`src/sv/silu_pkg.sv`:
```
// Shared types and constants for the sorted interval list update unit.
`timescale 1ns / 1ps
`default_nettype none
package silu_pkg;

    localparam int unsigned ADDR_W     = 16;
    localparam int unsigned SRC_W      = 32;
    localparam int unsigned DIRTY_W    = 5;
    localparam int unsigned DIRTY_CAP  = 24;
    localparam int unsigned TILE_SHIFT = 4;      // 0x10 bytes per tile
    localparam int unsigned BANK_TILES = 'h180;
    localparam logic [ADDR_W-1:0] BASE_RESET = 16'h8000;

    // One stored transfer record.
    typedef struct packed {
        logic [SRC_W-1:0]  src;
        logic [ADDR_W-1:0] len;
        logic [ADDR_W-1:0] dest;
    } t_entry;

endpackage
`default_nettype wire

```
`src/sv/silu_ram.sv`:
```
// Generic single-write, single-read RAM with registered read data.
`timescale 1ns / 1ps
`default_nettype none
module silu_ram #(
    parameter int unsigned WIDTH = 64,
    parameter int unsigned DEPTH = 48
) (
    input  wire logic                     i_clk,
    input  wire logic                     i_wr_en,
    input  wire logic [$clog2(DEPTH)-1:0] i_wr_addr,
    input  wire logic [WIDTH-1:0]         i_wr_data,
    input  wire logic                     i_rd_en,
    input  wire logic [$clog2(DEPTH)-1:0] i_rd_addr,
    output logic      [WIDTH-1:0]         o_rd_data
);

    logic [WIDTH-1:0] r_mem [DEPTH];

    always_ff @(posedge i_clk) begin
        if (i_wr_en) begin
            r_mem[i_wr_addr] <= i_wr_data;
        end
        if (i_rd_en) begin
            o_rd_data <= r_mem[i_rd_addr];
        end
    end

endmodule
`default_nettype wire

```
`src/sv/sorted_interval_list_update_unit.sv`:
```
// Top level: per-bank sorted interval lists with dirty record generation.
`timescale 1ns / 1ps
`default_nettype none
// Usage:
//   Pulse i_start with the request fields while o_busy is low; the request is
//   taken on that edge and o_busy rises. The sequencer then walks the bank's
//   list from the scan cursor through a single RAM port pair, reading each
//   entry and then comparing or copying it. Removing or inserting entries
//   moves the list tail one entry at a time.
//   One request is in flight at a time; o_busy drops after the last step.
//   A dirty record, when produced, sits on o_tile_number, o_byte_count and
//   o_dirty_source for exactly one cycle with o_strobe high, in the same cycle
//   that o_busy first reads low. The receiver cannot stall; it must take it then.
//   i_cfg_we writes base_address; only write it while o_busy is low.
//   Reset (synchronous, active low) empties both lists, clears the scan
//   cursor and dirty count and restores base_address to 0x8000. No clearing
//   pass is needed: only entries below a list's count are ever read.
module sorted_interval_list_update_unit #(
    parameter int unsigned LIST_DEPTH = 24
) (
    input  wire logic                           i_clk,
    input  wire logic                           i_rst_n,
    input  wire logic                           i_cfg_we,
    input  wire logic [silu_pkg::ADDR_W-1:0]    i_cfg_data,
    input  wire logic                           i_start,
    output logic                                o_busy,
    input  wire logic                           i_batch_start,
    input  wire logic                           i_bank,
    input  wire logic [silu_pkg::ADDR_W-1:0]    i_dest,
    input  wire logic [silu_pkg::ADDR_W-1:0]    i_length,
    input  wire logic [silu_pkg::SRC_W-1:0]     i_source,
    output logic                                o_strobe,
    output logic [silu_pkg::ADDR_W-1:0]         o_tile_number,
    output logic [silu_pkg::ADDR_W-1:0]         o_byte_count,
    output logic [silu_pkg::SRC_W-1:0]          o_dirty_source
);

    import silu_pkg::*;

    localparam int unsigned CW  = $clog2(LIST_DEPTH + 1);
    localparam int unsigned AW  = $clog2(2 * LIST_DEPTH);
    localparam int unsigned EW  = $bits(t_entry);
    localparam logic [CW-1:0] DEPTH_C = CW'(LIST_DEPTH);

    localparam logic [3:0] S_IDLE    = 4'd0;
    localparam logic [3:0] S_SCAN    = 4'd1;
    localparam logic [3:0] S_CMP     = 4'd2;
    localparam logic [3:0] S_OVL_RD  = 4'd3;
    localparam logic [3:0] S_OVL_CMP = 4'd4;
    localparam logic [3:0] S_DEL_RD  = 4'd5;
    localparam logic [3:0] S_DEL_WR  = 4'd6;
    localparam logic [3:0] S_INS_RD  = 4'd7;
    localparam logic [3:0] S_INS_WR  = 4'd8;
    localparam logic [3:0] S_WR_NEW  = 4'd9;
    localparam logic [3:0] S_DONE    = 4'd10;

    logic [3:0]         r_state;
    logic [ADDR_W-1:0]  r_base;
    logic               r_bank;
    logic [ADDR_W-1:0]  r_dest;
    logic [ADDR_W-1:0]  r_len;
    logic [SRC_W-1:0]   r_src;
    logic [ADDR_W:0]    r_dl;       // dest + length, 17 bits
    logic [ADDR_W:0]    r_diff;     // dest - base, signed
    logic [CW-1:0]      r_i;
    logic [CW-1:0]      r_k;
    logic [CW-1:0]      r_gone;
    logic [CW-1:0]      r_cnt;
    logic [CW-1:0]      r_cursor;
    logic [CW-1:0]      r_counts [2];
    logic [DIRTY_W-1:0] r_dirty;
    logic               r_emit;
    logic               r_strobe;
    logic [ADDR_W-1:0]  r_tile;
    logic [ADDR_W-1:0]  r_bytes;
    logic [SRC_W-1:0]   r_dsrc;

    logic               rd_en;
    logic [CW-1:0]      rd_idx;
    logic               wr_en;
    logic [CW-1:0]      wr_idx;
    t_entry             wr_data;
    t_entry             rd_data;
    logic [EW-1:0]      rd_raw;
    logic [AW-1:0]      rd_addr;
    logic [AW-1:0]      wr_addr;
    logic [AW-1:0]      bank_off;
    t_entry             rec;

    logic [ADDR_W:0]    oend;
    logic               hit;
    logic               ovl;
    logic               past;
    logic [CW:0]        jg;
    logic               jg_lt;
    logic [ADDR_W:0]    adj;
    logic [ADDR_W:0]    quot;
    logic [ADDR_W-1:0]  tile;

    assign rec      = '{src: r_src, len: r_len, dest: r_dest};
    assign rd_data  = t_entry'(rd_raw);
    assign bank_off = r_bank ? AW'(LIST_DEPTH) : '0;
    assign rd_addr  = AW'(rd_idx) + bank_off;
    assign wr_addr  = AW'(wr_idx) + bank_off;

    // Shared compare unit: stored entry against the held request.
    assign oend  = {1'b0, rd_data.dest} + {1'b0, rd_data.len};
    assign hit   = (rd_data.dest == r_dest) && (rd_data.len == r_len);
    assign ovl   = (r_dl > {1'b0, rd_data.dest}) && ({1'b0, r_dest} < oend);
    assign past  = {1'b0, r_dest} >= oend;
    assign jg    = {1'b0, r_k} + {1'b0, r_gone};
    assign jg_lt = jg < {1'b0, r_cnt};

    // Signed divide by 16 truncating toward zero, then bank offset.
    assign adj  = r_diff + (r_diff[ADDR_W] ? (ADDR_W + 1)'(15) : '0);
    assign quot = $signed(adj) >>> TILE_SHIFT;
    assign tile = quot[ADDR_W-1:0] + (r_bank ? ADDR_W'(BANK_TILES) : '0);

    always_comb begin
        rd_en   = 1'b0;
        rd_idx  = r_i;
        wr_en   = 1'b0;
        wr_idx  = r_i;
        wr_data = rec;
        unique case (r_state)
            S_SCAN: begin
                if (r_i < r_cnt) begin
                    rd_en = 1'b1;
                end else if (r_cnt < DEPTH_C) begin
                    wr_en  = 1'b1;
                    wr_idx = r_cnt;
                end
            end
            S_CMP: begin
                wr_en = hit && (rd_data.src != r_src);
            end
            S_OVL_RD: begin
                rd_en  = r_k < r_cnt;
                rd_idx = r_k;
            end
            S_DEL_RD: begin
                rd_en  = jg_lt;
                rd_idx = jg[CW-1:0];
            end
            S_DEL_WR, S_INS_WR: begin
                wr_en   = 1'b1;
                wr_idx  = r_k;
                wr_data = rd_data;
            end
            S_INS_RD: begin
                rd_en  = r_k > r_i;
                rd_idx = r_k - CW'(1);
            end
            S_WR_NEW: begin
                wr_en = 1'b1;
            end
            default: begin
            end
        endcase
    end

    silu_ram #(
        .WIDTH (EW),
        .DEPTH (2 * LIST_DEPTH)
    ) u_store (
        .i_clk     (i_clk),
        .i_wr_en   (wr_en),
        .i_wr_addr (wr_addr),
        .i_wr_data (wr_data),
        .i_rd_en   (rd_en),
        .i_rd_addr (rd_addr),
        .o_rd_data (rd_raw)
    );

    always_ff @(posedge i_clk) begin
        if (!i_rst_n) begin
            r_state     <= S_IDLE;
            r_base      <= BASE_RESET;
            r_cursor    <= '0;
            r_counts[0] <= '0;
            r_counts[1] <= '0;
            r_dirty     <= '0;
            r_emit      <= 1'b0;
            r_strobe    <= 1'b0;
        end else begin
            r_strobe <= 1'b0;
            if (i_cfg_we) begin
                r_base <= i_cfg_data;
            end
            unique case (r_state)
                S_IDLE: begin
                    if (i_start) begin
                        r_bank <= i_bank;
                        r_dest <= i_dest;
                        r_len  <= i_length;
                        r_src  <= i_source;
                        r_dl   <= {1'b0, i_dest} + {1'b0, i_length};
                        r_diff <= {1'b0, i_dest} - {1'b0, r_base};
                        r_cnt  <= r_counts[i_bank];
                        r_emit <= 1'b0;
                        if (i_batch_start) begin
                            r_cursor <= '0;
                            r_dirty  <= '0;
                            r_i      <= '0;
                        end else begin
                            r_i <= r_cursor;
                        end
                        r_state <= S_SCAN;
                    end
                end
                S_SCAN: begin
                    if (r_i < r_cnt) begin
                        r_state <= S_CMP;
                    end else begin
                        // append at the tail; dropped when the list is full
                        if (r_cnt < DEPTH_C) begin
                            r_cnt  <= r_cnt + CW'(1);
                            r_emit <= 1'b1;
                        end
                        r_state <= S_DONE;
                    end
                end
                S_CMP: begin
                    priority if (hit) begin
                        r_cursor <= r_i + CW'(1);
                        r_emit   <= rd_data.src != r_src;
                        r_state  <= S_DONE;
                    end else if (ovl) begin
                        r_k     <= r_i + CW'(1);
                        r_state <= S_OVL_RD;
                    end else if (past) begin
                        r_i      <= r_i + CW'(1);
                        r_cursor <= r_i + CW'(1);
                        r_state  <= S_SCAN;
                    end else if (r_cnt < DEPTH_C) begin
                        r_k     <= r_cnt;
                        r_state <= S_INS_RD;
                    end else begin
                        r_state <= S_DONE;
                    end
                end
                S_OVL_RD: begin
                    if (r_k < r_cnt) begin
                        r_state <= S_OVL_CMP;
                    end else begin
                        r_gone  <= r_k - r_i - CW'(1);
                        r_k     <= r_i + CW'(1);
                        r_state <= S_DEL_RD;
                    end
                end
                S_OVL_CMP: begin
                    if (ovl) begin
                        r_k     <= r_k + CW'(1);
                        r_state <= S_OVL_RD;
                    end else begin
                        r_gone  <= r_k - r_i - CW'(1);
                        r_k     <= r_i + CW'(1);
                        r_state <= S_DEL_RD;
                    end
                end
                S_DEL_RD: begin
                    if (jg_lt) begin
                        r_state <= S_DEL_WR;
                    end else begin
                        r_cnt   <= r_cnt - r_gone;
                        r_state <= S_WR_NEW;
                    end
                end
                S_DEL_WR: begin
                    r_k     <= r_k + CW'(1);
                    r_state <= S_DEL_RD;
                end
                S_INS_RD: begin
                    if (r_k > r_i) begin
                        r_state <= S_INS_WR;
                    end else begin
                        r_cnt   <= r_cnt + CW'(1);
                        r_state <= S_WR_NEW;
                    end
                end
                S_INS_WR: begin
                    r_k     <= r_k - CW'(1);
                    r_state <= S_INS_RD;
                end
                S_WR_NEW: begin
                    r_emit   <= 1'b1;
                    r_cursor <= r_i + CW'(1);
                    r_state  <= S_DONE;
                end
                S_DONE: begin
                    r_counts[r_bank] <= r_cnt;
                    if (r_emit && (r_dirty < DIRTY_W'(DIRTY_CAP))) begin
                        r_strobe <= 1'b1;
                        r_dirty  <= r_dirty + DIRTY_W'(1);
                    end
                    r_state <= S_IDLE;
                end
                default: begin
                    r_state <= S_IDLE;
                end
            endcase
        end
    end

    // dirty record payload, no reset needed
    always_ff @(posedge i_clk) begin
        if (r_state == S_DONE) begin
            r_tile  <= tile;
            r_bytes <= r_len;
            r_dsrc  <= r_src;
        end
    end

    assign o_busy         = r_state != S_IDLE;
    assign o_strobe       = r_strobe;
    assign o_tile_number  = r_tile;
    assign o_byte_count   = r_bytes;
    assign o_dirty_source = r_dsrc;

endmodule
`default_nettype wire

```
`config.mk`:
```
export PLATFORM = sky130hd
export DESIGN_NAME = sorted_interval_list_update_unit
export DESIGN_NICKNAME = d
export VERILOG_FILES = /design/src/sv/silu_pkg.sv /design/src/sv/silu_ram.sv /design/src/sv/sorted_interval_list_update_unit.sv
export SDC_FILE = /design/constraint.sdc
export NUM_CORES = 2
export LEC_CHECK = 0
export BUFFER_PORTS_ARGS = -buffer_cell sky130_fd_sc_hd__buf_2
export CAP_MARGIN = 20
export CORE_MARGIN = 4
export CORE_UTILIZATION = 65
export CTS_BUF_LIST = sky130_fd_sc_hd__clkbuf_4 sky130_fd_sc_hd__clkbuf_8
export DETAILED_ROUTE_END_ITERATION = 12
export PLACE_DENSITY = 0.79
export SYNTH_ARGS = -nofsm -noshare
export SYNTH_HDL_FRONTEND = slang
export SYNTH_HIERARCHICAL = 1
export SYNTH_SLANG_ARGS = --single-unit
```
`constraint.sdc`:
```
create_clock -name i_clk -period 9.7 [get_ports i_clk]
set_input_delay 0.97 -clock i_clk [delete_from_list [all_inputs] [get_ports i_clk]]
set_output_delay 0.97 -clock i_clk [all_outputs]
set_load 0.01 [all_outputs]
```
==> out/results.tsv <==
stage	metric	value	unit
floorplan	num_rows	165	
power_and_ir_drop	power.density	292.6	nW/um2
route	met3_length	43850	um
run_status	outcome	complete, no violations	
clock_tree	cts_tree	yes	
synth	ys_warn_count	6	
final_layout	fillers	11039	
synth	synth-edff-count	3327	
synth	ys_seq_elements	3359	
floorplan	die_area	212300	um2
floorplan	die_w	460.7	um
worst_setup_path	crit_family	simple AND/OR/NAND/NOR gates	
final_layout	regArea	100500	um2
final_layout	drive_gt1_frac	0.2641	
grt	grt_usage	0.3345	
worst_setup_path	r2r_cells	14	
clock_tree	path_clk_slew	0.06	ns
place	place_ws	3.084	ns
route	drt-wirelength-per-cell	34.39	um
route	dr_wl_met2	165500	um
worst_setup_path	critPathSlowestCell	nor2_4	
route	firstDrtPassIters	6	
final_layout	fin_util	0.7309	
timing	hold_slack	0.07527	ns
clock_tree	numClockSinks	3359	
floorplan	die_h	460.7	um
final_layout	multi_input_area	31260	um2
grt	grt.overflow.total	0	
timing	setup_violations	0	
grt	grt_pass1_wl	503200	um
place	place_inst	9234	
timing	finalHoldViolCount	0	
synth	synth_top_area_share	0.7498	
final_layout	area_growth	11.33	%
timing	finalSetupTns	0	ns
synth	syn_area_per_cell	20.31	um2
worst_setup_path	path_buf_inv	4	
clock_tree	cts_max_path_buffers	4	
worst_setup_path	cp.depth	14	
worst_setup_path	crit_required	10.39	ns
worst_setup_path	rrSetupSlack	2.79	ns
synth	synth_cell_types	77	
synth	yosysSeqAreaShare	0.7547	
synth	ys.flop_type	edfxtp_1	
worst_setup_path	crit_type	reg2reg	
worst_hold_path	hold_class	in2reg	
clock_tree	h-tree-depth	6	
route	via_per_inst	6.980	
grt	antenna_found_initial	14	
power_and_ir_drop	vdd_drop_max	0.0002424	V
power_and_ir_drop	p_leak	48.35	nW
worst_setup_path	end_kind	flip-flop	
synth	netlist_area	133200	um2
job	maxCapViolations	0	
timing	min_period	6.905	ns
grt	grt_pass1_vias	71704	
timing	worst_slack	2.795	ns
timing	skew	0.08097	ns
timing	rsz0062_at_grt	false	
timing	final.period_utilization	0.7119	
route	drtIter0Drc	11380	
place	gp_congestion	0.9280	
route	wl	350400	um
route	vias	71111	
clock_tree	numCtsBuffers	535	
grt	grt_max_degree	144	
route	ant_nets	0	
synth	yosys.cell_count.top_type	edfxtp_1	
clock_tree	cts_resized	0	
worst_setup_path	slowest_delay	1.16	ns
synth	synth_area_leader_cell	edfxtp_1	
clock_tree	clk_latency	1.12	ns
timing	drv_slew	0	
final_layout	nets	7343	
synth	syn_inst	6560	
route	drcViolationCount	0	
final_layout	final_cells	10188	
worst_setup_path	crit_fanout	49	
synth	synthArstFlopShare	0	
floorplan	core-area	202900	um2
worst_setup_path	critical_path.cell_chain	nand2b_1 -> nor2_1 -> nor2_4 -> buf_4 -> nand2_1 -> o21ai_0 -> a221o_1 -> ha_1 -> inv_1 -> fa_1 -> inv_1 -> nand3b_1 -> nor2_4 -> buf_4	
place	dpl.hpwl	205300	um
worst_hold_path	holdPathStages	1	
timing	clock.fmax	144.8	MHz
worst_setup_path	cp.arrival	7.60	ns
place	io_buffer_count	151	
route	maxUsedRoutingLayer	met5	
floorplan	start_util	0.6565	
clock_tree	cts-root-buf	clkbuf_8	
synth	syn_nets	6774	
timing	tightest_slew	1.253	ns
timing	timing.slew.headroom	0.1625	
synth	synth_area_leaders	edfxtp_1 (75%), mux4_2 (12%), mux2i_1 (2.5%)	
worst_setup_path	startpoint_type	flip-flop	
synth	yosys-top-cells-count	edfxtp_1 (3327), mux4_2 (700), mux2i_1 (335), nand2_1 (278), clkbuf_1 (151)	
floorplan	ios	152	
route	drt-met1-wl	121000	um
==> cell type report <==
type,count,area share
tap,2672,0.02254
timing repair buffer,360,0.01827
multi-input combinational,2780,0.2108
sequential,3359,0.6778
clock inverter,181,0.007575
antenna,14,0.0002362
clock buffer,729,0.06039
inverter,93,0.002387
==> metal layers <==
layer	track usage	vias up
met5	0	-
met4	0.1644	6
met3	0.08649	1009
met2	0.5149	5386
met1	0.4544	36277
li1	-	28433
==> cells by family (layout without fill, tap and decap cells) <==
family / Yosys count / count (layout) / share of synthesized area
other: 0 / 14 / 0
multiplexers: 1035 / 1035 / 0.1435
flip-flops: 3359 / 3359 / 0.7547
AND/OR/NAND/NOR: 712 / 712 / 0.02498
buffers and inverters: 421 / 1363 / 0.01573
XOR/XNOR: 138 / 138 / 0.009072
AO/OA/AOI/OAI: 767 / 767 / 0.03955
adder cells (fa/ha/maj): 128 / 128 / 0.01253
==> registers in the layout (all words and copies together), names as in the netlist, 4 cells and up <==
signal,flops
r_dirty,5
r_counts,10
r_diff,17
r_len,16
o_dirty_source,32
u_store/r_mem,3072
r_base,16
r_cursor,5
o_byte_count,16
r_dl,17
r_i,5
r_k,5
r_state,4
r_dest,16
r_gone,5
u_store/o_rd_data,64
r_src,32
r_cnt,5
o_tile_number,14
==> worst paths after layout <==
check / startpoint / end
worst max-delay path: r_state[1] / u_store/r_mem[24][43]
worst min-delay path: i_length[14] / r_len[14]
worst max register to register: r_state[1] / u_store/r_mem[24][43]
worst min register to register: r_dirty[1] / r_dirty[1]
==> power breakdown <==
| group | switching, W | internal (W) |
|---|---|---|
| Combinational | 0.00866 | 0.00526 |
| Sequential | 0.000551 | 0.0173 |
| Clock | 0.00536 | 0.00626 |
==> what timing repair did <==
action	4_1_cts	5_1_grt
endpoints found under the hold margin	22	0
buffers inserted	0	0
hold buffers	22	0
==> placed cells by master (no fill, tap or decap), drive strengths merged, types with 73 or more instances in the layout <==
cell type | netlist | final
a21oi | 149 | 149
a22oi | 73 | 73
buf | 177 | 338
clkbuf | 151 | 729
clkinv | 0 | 146
edfxtp | 3327 | 3327
ha | 119 | 119
inv | 93 | 103
mux2i | 335 | 335
mux4 | 700 | 700
nand2 | 278 | 278
nor2 | 149 | 149
o21ai | 96 | 96
o22ai | 110 | 110
xnor2 | 118 | 118
==> per-stage QoR <==
step	power, W	instance area (um2)
6_report	0.04340	148300
5_1_grt	0.04488	148300
4_1_cts	0.04327	148100
3_5_place_dp	0.03176	137800
3_3_place_gp	0.03145	137700
2_1_floorplan	0.02708	133200
==> worst reg2reg max path, stage by stage (launching register included) <==
cell	delay, ns
dfxtp_1	0.96
nand2b_1	0.31
nor2_1	0.49
nor2_4	0.07
buf_4	0.33
nand2_1	0.18
o21ai_0	0.09
a221o_1	0.31
ha_1	0.21
inv_1	0.08
fa_1	0.45
inv_1	0.23
nand3b_1	0.70
nor2_4	1.16
buf_4	0.86
(Power assumes the default switching activity.)
